<file path="src/rtl/dual_axis_pid_deadband_clamp_unit_macros.svh">
// assertion macros for the dual axis pid unit
// depends on: nothing; expects i_clk and i_rst_n in the including module
`ifndef DUAL_AXIS_PID_DEADBAND_CLAMP_UNIT_MACROS_SVH
`define DUAL_AXIS_PID_DEADBAND_CLAMP_UNIT_MACROS_SVH

// same-cycle implication, off during reset
`define DAPDC_ASSERT_NOW(lbl, ante, cons, msg) \
    lbl: assert property (@(posedge i_clk) disable iff (!i_rst_n) (ante) |-> (cons)) \
        else $error(msg);

// next-cycle implication, off during reset
`define DAPDC_ASSERT_NEXT(lbl, ante, cons, msg) \
    lbl: assert property (@(posedge i_clk) disable iff (!i_rst_n) (ante) |=> (cons)) \
        else $error(msg);

`endif

</file>
<file path="src/rtl/dapdc_pkg.sv">
// shared types and constants of the dual axis pid unit
// depends on: nothing
package dapdc_pkg;

    // field widths
    localparam int ANGLE_W   = 16;
    localparam int GAIN_W    = 16;
    localparam int LIMIT_W   = 15;
    localparam int CFG_IDX_W = 3;
    localparam int CFG_DAT_W = 16;

    // pipeline depth: input, product, term, result
    localparam int PIPE_STAGES = 4;

    // register indexes of the configuration port
    typedef enum logic [CFG_IDX_W-1:0] {
        CFG_KP          = 3'd0,
        CFG_KI          = 3'd1,
        CFG_KD          = 3'd2,
        CFG_DEADBAND    = 3'd3,
        CFG_INTEG_LIMIT = 3'd4,
        CFG_OUT_LIMIT   = 3'd5
    } t_cfg_idx;

    // reset values
    localparam logic [GAIN_W-1:0]  KP_RST          = 16'd5120;
    localparam logic [GAIN_W-1:0]  KI_RST          = 16'd1280;
    localparam logic [GAIN_W-1:0]  KD_RST          = 16'd0;
    localparam logic [LIMIT_W-1:0] DEADBAND_RST    = 15'd0;
    localparam logic [LIMIT_W-1:0] INTEG_LIMIT_RST = 15'd20;
    localparam logic [LIMIT_W-1:0] OUT_LIMIT_RST   = 15'd80;

    // configuration register file contents
    typedef struct packed {
        logic [GAIN_W-1:0]  kp;
        logic [GAIN_W-1:0]  ki;
        logic [GAIN_W-1:0]  kd;
        logic [LIMIT_W-1:0] deadband;
        logic [LIMIT_W-1:0] integ_limit;
        logic [LIMIT_W-1:0] out_limit;
    } t_cfg;

    // stage load strobes from the pipeline control
    typedef struct packed {
        logic ld_in;
        logic ld_prod;
        logic ld_term;
        logic ld_out;
    } t_pipe_ctl;

endpackage

</file>
<file path="src/rtl/dapdc_cfg.sv">
// configuration register file: gains, deadband and limits
// depends on: dapdc_pkg
module dapdc_cfg
    import dapdc_pkg::*;
(
    input  logic                 i_clk,
    input  logic                 i_rst_n,
    input  logic                 i_cfg_valid,
    output logic                 o_cfg_ready,
    input  logic [CFG_IDX_W-1:0] i_cfg_index,
    input  logic [CFG_DAT_W-1:0] i_cfg_data,
    output t_cfg                 o_cfg
);

    t_cfg r_cfg;
    t_cfg n_cfg;

    // writes are always accepted and registered
    assign o_cfg_ready = 1'b1;

    // decode the write beat, unknown indexes are dropped
    always_comb begin
        n_cfg = r_cfg;
        if (i_cfg_valid) begin
            case (i_cfg_index)
                CFG_KP:          n_cfg.kp          = i_cfg_data;
                CFG_KI:          n_cfg.ki          = i_cfg_data;
                CFG_KD:          n_cfg.kd          = i_cfg_data;
                CFG_DEADBAND:    n_cfg.deadband    = i_cfg_data[LIMIT_W-1:0];
                CFG_INTEG_LIMIT: n_cfg.integ_limit = i_cfg_data[LIMIT_W-1:0];
                CFG_OUT_LIMIT:   n_cfg.out_limit   = i_cfg_data[LIMIT_W-1:0];
                default:         n_cfg             = r_cfg;
            endcase
        end
    end

    always_ff @(posedge i_clk) begin
        if (!i_rst_n) begin
            r_cfg.kp          <= KP_RST;
            r_cfg.ki          <= KI_RST;
            r_cfg.kd          <= KD_RST;
            r_cfg.deadband    <= DEADBAND_RST;
            r_cfg.integ_limit <= INTEG_LIMIT_RST;
            r_cfg.out_limit   <= OUT_LIMIT_RST;
        end else begin
            r_cfg <= n_cfg;
        end
    end

    assign o_cfg = r_cfg;

endmodule

</file>
<file path="config.mk">
export PLATFORM = sky130hd
export DESIGN_NAME = dapdc_cfg
export DESIGN_NICKNAME = d
export VERILOG_FILES = /design/src/rtl/dual_axis_pid_deadband_clamp_unit_macros.svh /design/src/rtl/dapdc_pkg.sv /design/src/rtl/dapdc_cfg.sv
export SDC_FILE = /design/constraint.sdc
export NUM_CORES = 1
export LEC_CHECK = 0
export CORE_MARGIN = 2
export CORE_UTILIZATION = 57
export DETAILED_ROUTE_END_ITERATION = 8
export DONT_BUFFER_PORTS = 1
export GPL_ROUTABILITY_DRIVEN = 1
export HOLD_SLACK_MARGIN = 0.12
export PLACE_DENSITY = 0.84
export SLEW_MARGIN = 20
export SYNTH_ARGS = -nofsm -noshare
export SYNTH_HDL_FRONTEND = slang
export SYNTH_SLANG_ARGS = --single-unit
</file>
<file path="constraint.sdc">
create_clock -name i_clk -period 4.45 [get_ports i_clk]
set_clock_uncertainty 0.1 [all_clocks]
set_input_delay 0.89 -clock i_clk [delete_from_list [all_inputs] [get_ports i_clk]]
set_output_delay 0.89 -clock i_clk [all_outputs]
set_load 0.01 [all_outputs]
</file>
==> Implementation_results.wiki <==
{| class="wikitable"
! Metric !! Value
|-
| Run status || finished clean
|-
| Fraction of power consumed by sequential logic || 60.3%
|-
| Distinct cells, synth || 13
|-
| Total count of max-transition violations in the final report || 0
|-
| Clock latency on the worst-skew pair || about 0.34 ns
|-
| Die X || 81.8 um
|-
| Layout overhead on the synthesized area || 5.77%
|-
| Detailed-route DRC error count || 0
|-
| Placed Area || about 3500 um^2
|-
| Ratio of routed vias to standard cells || approximately 5.6
|-
| Setup violations, final || 0
|-
| Count of buffers inserted at the top-level ports || 0
|-
| Final Hold Viols || 0
|-
| Worst-case vdd ir drop || between 150 and 200 uV
|-
| Net total in the final layout || 345
|-
| Worst hold path cell count || 2
|-
| Worst Setup Slack post-DPL || 2.06 ns
|-
| Share of post-route cells with drive strength above 1 || 6.10%
|-
| Final core occ || 62.0%
|-
| Global-route wire length before repair || 11,000 um
|-
| Count of antenna-violating nets left after detailed routing || 0
|-
| Seq/Total Area, Yosys || 54.0%
|-
| RSZ-0062 raised after global routing || no
|-
| Remaining global-route overflow || 0
|-
| Worst hold path class || flip-flop to flip-flop
|-
| Level count of the clock H-tree || 3
|-
| Worst setup EP type || flip-flop
|-
| Switching component of the power || 348 uW
|-
| Number of violations reported at the end of detailed-routing iteration 0 || 88
|-
| Maximum clock path buffer count || 2
|-
| Cell breakdown of the critical path || nand4b_1 > mux2i_1
|-
| Worst EP arrival || 2.18 ns
|-
| Maximum fanout encountered on the critical timing path || 15
|-
| Worst R2R End || o_cfg[44]
|-
| Pin count of the biggest net entering global routing || 116
|-
| HPWL after detailed placement || 5040 um
|-
| Die span in y || between 80 and 90 um
|-
| Final Cell Area || 3650 um^2
|-
| Clock transition at the registers of the reported paths || ~0.09 ns
|-
| Number of max-capacitance violations reported || 0
|-
| Setup slack of the critical path after layout || 2.42 ns
|-
| Remaining max-slew budget at the tightest pin || a little under a third
|-
| Overall fraction of global-route tracks in use || 22.0%
|-
| Crit path buffers/inverters || 0
|-
| Clock period minus final worst setup slack || 2.03 ns
|-
| Final sum of negative setup slack || 0 ns
|-
| Power per unit of standard cell area || 397 nW/um^2
|-
| Overall die area || about 6700 um^2
|-
| Clk pwr share || 35.7%
|-
| Crit path launch type || primary input
|-
| Gates resized, CTS repair || 0
|-
| Post-synthesis cell count || between 300 and 400
|-
| Standby leakage power || 1.75 nW
|-
| Beginning of the worst hold path || o_cfg[20]
|-
| Number of cell instances on the worst register-to-register path || 2
|-
| CTS sink cnt || just over 90
|-
| Number of rows in the core area || 28
|-
| Vias in the first global route || 2,099
|-
| Synthesis Warnings || 0
|-
| Clk Tree Root Cell || clkbuf_8
|-
| Detailed Routing Iterations Pass 1 || 5
|-
| IO Count || 116
|-
| Post-CTS Setup Inserts || 0
|-
| Global placer's final weighted congestion || 0.764
|-
| Sw Share || 24.1%
|-
| Synthesized Nets || 355
|-
| Req. time, crit path || 4.60 ns
|-
| Initial antenna violation count || 0
|-
| Avg Inst Size Synth || around 10 um^2
|-
| Part of the total power dissipated in combinational logic || 4.0%
|-
| P_int || 1.10 mW
|-
| Largest incremental delay on the critical path || 0.86 ns
|-
| Worst slack on hold paths || 0.410 ns
|-
| Quantity of hold-fixing buffers added after cts || 0
|-
| Inst Count DP || about 390
|-
| Vias after detailed routing || 2,246
|-
| Reg2reg setup slack || 3.62 ns
|-
| Antenna Diode Count || 0
|-
| Maximum clock rate || 0.492 GHz
|-
| Overall power consumption || 1.45 mW
|-
| Post-Syn Area || around 3400 um^2
|-
| Non-filler instance count after layout || 403
|-
| CP delay by family, top || simple AND/OR/NAND/NOR gates
|-
| Tcrit/Tclk final || 45.6%
|-
| Effective utilization at floorplan || 58.6%
|-
| Average detailed-routed wire length per instance || 18.1 um
|-
| Core region area || 5890 um^2
|-
| Master of the slowest instance on the critical path || nand4b_1
|-
| Number of synthesized register bits || 93
|-
| Hold worst-path end || o_cfg[20]
|-
| Routed wire length || ~7300 um
|-
| Crit Path Category || primary input to flip-flop
|-
| Number of flip-flops under the largest register name || a little over 90
|-
| Reg-to-reg startpoint || o_cfg[44]
|-
| Number of buffers created by CTS || 9
|-
| Transition time at the pin with the least slew margin || 1.04 ns
|-
| Clock tree from TritonCTS || yes
|}
logic make-up after synthesis:
logic type	Yosys count	synth area share [%]
buf+inv	24	3.37
flops	93	54.0
mux	93	27.0
other cells	1	0.109
simple gates	122	15.6
how the worst max path moves through the flow:
stage                    from        end  slack (ns)  cells past startpoint
6_report       i_cfg_index[2]  o_cfg[41]        2.42                      2
5_1_grt        i_cfg_index[2]  o_cfg[44]        2.34                      2
4_1_cts        i_cfg_index[2]  o_cfg[44]        2.43                      2
3_5_place_dp   i_cfg_index[0]  o_cfg[24]        2.06                      2
3_3_place_gp   i_cfg_index[2]  o_cfg[41]        2.12                      2
2_1_floorplan  i_cfg_index[1]  o_cfg[77]        2.40                      4
cells in the final DEF, fill, tap and decap left out:
cell type | Yosys | final
buf_4 | 3 | 3
nor4bb_4 | 0 | 1
nand2_1 | 101 | 101
nand4b_1 | 2 | 2
clkinvlp_4 | 0 | 2
mux2i_1 | 93 | 93
clkinv_2 | 0 | 1
clkbuf_8 | 0 | 10
conb_1 | 1 | 1
inv_6 | 0 | 2
or4b_1 | 1 | 1
nor2b_1 | 14 | 14
nand4bb_1 | 2 | 2
dfxtp_1 | 93 | 93
clkinv_4 | 0 | 1
nor4bb_1 | 2 | 1
power by group through the flow:
stage	clock network, mW	logic (mW)	registers (mW)
after floorplan	0	0.0598	0.887
after global placement	0	0.0572	0.891
after detailed placement	0	0.0594	0.891
after CTS	0.531	0.0593	0.872
after global routing	0.569	0.0638	0.875
final	0.517	0.0581	0.872
Yosys cell counts (all sizes together):
cell type	number	share of area [%]
nand2	101	11
dfxtp	93	54
mux2i	93	27
clkbuf	14	1.5
nor2b	14	2.5
buf	10	1.8
nand4b	2	0.51
nand4bb	2	0.65
nor4bb	2	0.58
conb	1	0.11
or4b	1	0.29
layer usage:
metal  vias to the layer above  GRT usage, %  wire length, um
met3                        12          9.23              746
met4                         0          7.83              110
met2                        91          37.9             3560
li1                       1081             -                -
met1                      1062          24.3             2890
met5                         -             0                0
final cells by class:
type / instances / area (um^2)
clock inverters: 6 / 46.3
repair buffers: 3 / 22.5
clock buffers: 10 / 138
fillers: 487 / 2240
multi-input cells: 216 / 1490
well taps: 75 / 93.8
flip-flops and latches: 93 / 1860
(Power assumes the default switching activity.)
