--- src/rtl/dual_axis_pid_deadband_clamp_unit_macros.svh ---
// assertion macros for the dual axis pid unit
// depends on: nothing; expects i_clk and i_rst_n in the including module
`ifndef DUAL_AXIS_PID_DEADBAND_CLAMP_UNIT_MACROS_SVH
`define DUAL_AXIS_PID_DEADBAND_CLAMP_UNIT_MACROS_SVH

// same-cycle implication, off during reset
`define DAPDC_ASSERT_NOW(lbl, ante, cons, msg) \
    lbl: assert property (@(posedge i_clk) disable iff (!i_rst_n) (ante) |-> (cons)) \
        else $error(msg);

// next-cycle implication, off during reset
`define DAPDC_ASSERT_NEXT(lbl, ante, cons, msg) \
    lbl: assert property (@(posedge i_clk) disable iff (!i_rst_n) (ante) |=> (cons)) \
        else $error(msg);

`endif

--- src/rtl/dapdc_pkg.sv ---
// shared types and constants of the dual axis pid unit
// depends on: nothing
package dapdc_pkg;

    // field widths
    localparam int ANGLE_W   = 16;
    localparam int GAIN_W    = 16;
    localparam int LIMIT_W   = 15;
    localparam int CFG_IDX_W = 3;
    localparam int CFG_DAT_W = 16;

    // pipeline depth: input, product, term, result
    localparam int PIPE_STAGES = 4;

    // register indexes of the configuration port
    typedef enum logic [CFG_IDX_W-1:0] {
        CFG_KP          = 3'd0,
        CFG_KI          = 3'd1,
        CFG_KD          = 3'd2,
        CFG_DEADBAND    = 3'd3,
        CFG_INTEG_LIMIT = 3'd4,
        CFG_OUT_LIMIT   = 3'd5
    } t_cfg_idx;

    // reset values
    localparam logic [GAIN_W-1:0]  KP_RST          = 16'd5120;
    localparam logic [GAIN_W-1:0]  KI_RST          = 16'd1280;
    localparam logic [GAIN_W-1:0]  KD_RST          = 16'd0;
    localparam logic [LIMIT_W-1:0] DEADBAND_RST    = 15'd0;
    localparam logic [LIMIT_W-1:0] INTEG_LIMIT_RST = 15'd20;
    localparam logic [LIMIT_W-1:0] OUT_LIMIT_RST   = 15'd80;

    // configuration register file contents
    typedef struct packed {
        logic [GAIN_W-1:0]  kp;
        logic [GAIN_W-1:0]  ki;
        logic [GAIN_W-1:0]  kd;
        logic [LIMIT_W-1:0] deadband;
        logic [LIMIT_W-1:0] integ_limit;
        logic [LIMIT_W-1:0] out_limit;
    } t_cfg;

    // stage load strobes from the pipeline control
    typedef struct packed {
        logic ld_in;
        logic ld_prod;
        logic ld_term;
        logic ld_out;
    } t_pipe_ctl;

endpackage

--- src/rtl/dapdc_pipe_ctl.sv ---
// valid bits and load strobes of the four-stage pipeline
// depends on: dapdc_pkg
module dapdc_pipe_ctl
    import dapdc_pkg::*;
(
    input  logic                   i_clk,
    input  logic                   i_rst_n,
    input  logic                   i_valid,
    output logic                   o_ready,
    output logic                   o_valid,
    input  logic                   i_ready,
    output t_pipe_ctl              o_ctl,
    output logic [PIPE_STAGES-1:0] o_stage_valid
);

    logic [PIPE_STAGES-1:0] r_v;
    logic [PIPE_STAGES-1:0] n_v;
    logic [PIPE_STAGES-1:0] w_go;
    logic [PIPE_STAGES-1:0] w_rdy;
    logic [PIPE_STAGES-1:0] w_ld;

    // a stage can take a beat when empty or when its beat moves on
    always_comb begin
        w_go[PIPE_STAGES-1]  = i_ready;
        w_rdy[PIPE_STAGES-1] = !r_v[PIPE_STAGES-1] || i_ready;
        for (int k = PIPE_STAGES - 2; k >= 0; k--) begin
            w_go[k]  = w_rdy[k+1];
            w_rdy[k] = !r_v[k] || w_rdy[k+1];
        end
    end

    // load strobes and next valid bits
    always_comb begin
        w_ld[0] = i_valid && w_rdy[0];
        for (int k = 1; k < PIPE_STAGES; k++) begin
            w_ld[k] = r_v[k-1] && w_rdy[k];
        end
        for (int k = 0; k < PIPE_STAGES; k++) begin
            n_v[k] = w_ld[k] || (r_v[k] && !w_go[k]);
        end
    end

    always_ff @(posedge i_clk) begin
        if (!i_rst_n) begin
            r_v <= '0;
        end else begin
            r_v <= n_v;
        end
    end

    assign o_ready       = w_rdy[0];
    assign o_valid       = r_v[PIPE_STAGES-1];
    assign o_stage_valid = r_v;
    assign o_ctl.ld_in   = w_ld[0];
    assign o_ctl.ld_prod = w_ld[1];
    assign o_ctl.ld_term = w_ld[2];
    assign o_ctl.ld_out  = w_ld[3];

endmodule

--- config.mk ---
export PLATFORM = sky130hd
export DESIGN_NAME = dapdc_pipe_ctl
export DESIGN_NICKNAME = d
export VERILOG_FILES = /design/src/rtl/dual_axis_pid_deadband_clamp_unit_macros.svh /design/src/rtl/dapdc_pkg.sv /design/src/rtl/dapdc_pipe_ctl.sv
export SDC_FILE = /design/constraint.sdc
export NUM_CORES = 1
export LEC_CHECK = 0
export BUFFER_PORTS_ARGS = -buffer_cell sky130_fd_sc_hd__buf_2
export CAP_MARGIN = 25
export CORE_AREA = 2 2 39 41
export DETAILED_ROUTE_END_ITERATION = 7
export DIE_AREA = 0 0 41 43
export PLACE_DENSITY = 0.33
export SLEW_MARGIN = 20
export SYNTH_ARGS = -nofsm -noshare
export SYNTH_HDL_FRONTEND = slang
export SYNTH_SLANG_ARGS = --single-unit
--- constraint.sdc ---
create_clock -name i_clk -period 1.2 [get_ports i_clk]
set_input_delay 0.36 -clock i_clk [delete_from_list [all_inputs] [get_ports i_clk]]
set_output_delay 0.36 -clock i_clk [all_outputs]
set_load 0.02 [all_outputs]
==> impl_metrics.env <==
export IMPL_total_power_mw=0.375
export IMPL_portBuffers=13
export IMPL_drv_cap=0
export IMPL_origin_of_the_worst_min_delay_path="i_valid"
export IMPL_global_route_usage_total_pct=7.73
export IMPL_grt_antenna_before_repair=0
export IMPL_synth_seq_area_share_pct=43.5
export IMPL_postSynthRegisterBits=4
export IMPL_finalWorstSetupSlack_ns=-0.196
export IMPL_maxSlewHeadroom_pct=92.1
export IMPL_power_static_leakage_nw=0.190
export IMPL_antennaDiodeCount=0
export IMPL_setup_violations=5
export IMPL_num_fill_cells=158
export IMPL_tritoncts_num_buffers=3
export IMPL_worstMarginPinSlew_ns=0.118
export IMPL_synth_area_per_cell_sq_um=10.2
export IMPL_drtAntennaViolNets=0
export IMPL_synth_fa_ha_area_share_pct=0
export IMPL_detailroute_via_count=212
export IMPL_clk_pin_slew_worst_paths_ns=0.04
export IMPL_r2r_endpoint="o_stage_valid[0]"
export IMPL_ratio_of_cells_with_drive_above_1_in_the_final_layout_pct=81.6
export IMPL_endpoint_kind="output pin"
export IMPL_status="finished, violations left"
export IMPL_critical_path_cell_chain="and4b_4 > a21boi_2 > buf_6"
export IMPL_htree_num_levels=1
export IMPL_most_common_layout_cells="sky130_fd_sc_hd__buf_6 (9), sky130_fd_sc_hd__buf_4 (5), sky130_fd_sc_hd__buf_2 (4), sky130_fd_sc_hd__dfxtp_2 (4)"
export IMPL_worstPathArrival_ns=1.04
export IMPL_postSynthCellCount=18
export IMPL_insertion_delay_ns=0.23
export IMPL_chipHeight_um=43
export IMPL_die_width_um=41
export IMPL_largest_register_ffs=4
export IMPL_detail_route_wl_per_cell_um=8.89
export IMPL_crit_buf_inv=1
export IMPL_instances_no_fill=54
export IMPL_nets=44
export IMPL_violations="negative setup slack"
export IMPL_pin_count_of_the_biggest_net_entering_global_routing=7
export IMPL_ff_latch_area_sq_um=85.1
export IMPL_drtPass1Iterations=2
export IMPL_drc_errors=0
export IMPL_final_cell_area_sq_um=397
export IMPL_postRouteWirelength_um=480
export IMPL_post_synth_xor_area_fraction_pct=0
export IMPL_yosysWarnings=0
export IMPL_hold_viol=0
export IMPL_number_of_cells_on_the_worst_reg_to_reg_path=3
export IMPL_cts_root_buffer="sky130_fd_sc_hd__clkbuf_4"
export IMPL_grt_pass1_vias=186
export IMPL_worst_ep_required_time_ns=0.84
export IMPL_worst_hold_path_type="in2reg"
export IMPL_crit_path_max_cell_delay_ns=0.33
export IMPL_coreArea_sq_mm=0.00138
export IMPL_hold_path_end="o_stage_valid[0]"
export IMPL_initial_utilization_pct=13.3
export IMPL_power_density_mw_per_mm2=945
export IMPL_num_io_pins=14
export IMPL_rsz0062_at_grt="true"
export IMPL_clock_tree_skew_after_final_layout_ns=0.00355
export IMPL_die_area_sq_mm=0.00176
export IMPL_clkSinkCount=4
export IMPL_timing_critical_path_depth=3
export IMPL_critical_path_top_delay_family="flip-flops"
export IMPL_finalWorstPathRequiredPeriod_ns=1.40
export IMPL_synth_top_family_by_area="simple AND/OR/NAND/NOR gates"
export IMPL_min_delay_path_depth=2
export IMPL_complex_gate_fraction_of_the_synthesized_area_pct=21.1
export IMPL_slew_viol_final=0
export IMPL_worst_path_max_fanout=4
export IMPL_yosysUniqueCellTypes=10
export IMPL_dp_hpwl_um=371
export IMPL_cts_root_to_sink_buffers=2
export IMPL_synth_mux_area_share_pct=0
export IMPL_synthSimpleGateAreaFrac_pct=31.3
export IMPL_timing_worst_setup_path_type="reg2out"
export IMPL_max_vdd_ir_drop_mv=0.447
export IMPL_timing_critical_path_from_type="register"
export IMPL_placementRows=14
export IMPL_worstReg2RegStart="o_stage_valid[2]"
export IMPL_pre_cts_ws_ns=-0.219
export IMPL_post_synth_instance_area_sq_um=184
export IMPL_timing_final_crit_share_pct=116
export IMPL_multiInputGateArea_sq_um=110
export IMPL_grt_first_pass_wirelength_um=759
export IMPL_dr_first_iter_drc_count=2
export IMPL_post_drt_via_cell_ratio=3.93
export IMPL_r2r_setup_slk_ns=0.25
export IMPL_synthesis_nets=22
export IMPL_numPlacedInstances=49
export IMPL_fmax_ghz=0.716
export IMPL_overflow=0
export IMPL_flow_area_growth_from_synthesis_pct=116
export IMPL_placed_area_sq_um=299
export IMPL_layout_cells_most_common="sky130_fd_sc_hd__buf_6"
export IMPL_tritoncts="built"
export IMPL_slowest_stage="sky130_fd_sc_hd__dfxtp_2"
export IMPL_routabilityCongestion=0.584
worst max path at each step:
| stage | slack (ns) | end | from |
|---|---|---|---|
| finish | -0.20 | o_ctl[3] | o_stage_valid[2] |
| detailed placement | -0.22 | o_ctl[3] | i_ready |
| global placement | -0.21 | o_ctl[3] | i_ready |
| floorplan | 0.002 | o_ctl[3] | o_stage_valid[3] |
| CTS | -0.23 | o_ctl[3] | o_stage_valid[3] |
| global route | -0.25 | o_ctl[3] | o_stage_valid[1] |
metal layers:
metal,global-route usage [%],routed length [um]
met1,6.75,194
met2,9.06,222
met3,9.42,64
met4,6.00,0
met5,0,0
through the flow:
step                TNS [ns]  hold slack [ns]  utilization, %
global placement      -0.656            0.478            21.6
global route           -1.14            0.349            28.7
detailed placement    -0.686            0.480            21.6
floorplan                  0            0.477               -
finish                -0.840            0.365            28.7
CTS                   -0.911            0.357            26.1
cells by family (layout without fill, tap and decap cells):
group / Yosys count / count (layout)
and+or+nand+nor: 8 / 8
AOI/OAI and AO/OA: 5 / 5
DFF: 4 / 4
buffers and inverters: 1 / 21
cells in the mapped netlist:
cell,count,share of area [%]
sky130_fd_sc_hd__a22o_1,1,4.8
sky130_fd_sc_hd__nand2_1,1,2.0
sky130_fd_sc_hd__and3b_1,1,4.8
sky130_fd_sc_hd__buf_4,1,4.1
sky130_fd_sc_hd__dfxtp_1,4,44
sky130_fd_sc_hd__and2_1,1,3.4
sky130_fd_sc_hd__and4b_4,1,7.5
sky130_fd_sc_hd__nor2b_1,4,14
sky130_fd_sc_hd__o21a_1,3,12
sky130_fd_sc_hd__a21boi_0,1,4.1
power breakdown:
part	total (mW)	switching (mW)	internal, mW	leakage, nW
clock	0.165	0.0533	0.112	0.0138
sequential	0.145	0.00509	0.140	0.0344
combinational	0.0649	0.0292	0.0356	0.141
worst reg2reg max path: stages, from the launching register on:
cell and delay (ns):
sky130_fd_sc_hd__dfxtp_2 0.32, sky130_fd_sc_hd__and4b_4 0.21, sky130_fd_sc_hd__buf_4 0.14, sky130_fd_sc_hd__a22o_1 0.16
timing repair:
item                                    4_1_cts  5_1_grt
endpoints found under the hold margin         0        0
pin swaps                                     3        0
hold buffers                                  0        0
resized for setup                             9       11
setup buffers                                 2        0
endpoints found under the setup margin        6        9
area by class of cell:
cell class                 instances  area share, %
tap                               16           5.05
clock buffer                       3           5.68
sequential                         4           21.5
multi-input combinational         13           27.8
timing repair buffer              18           40.1
Power figures use the tool's default switching activity.
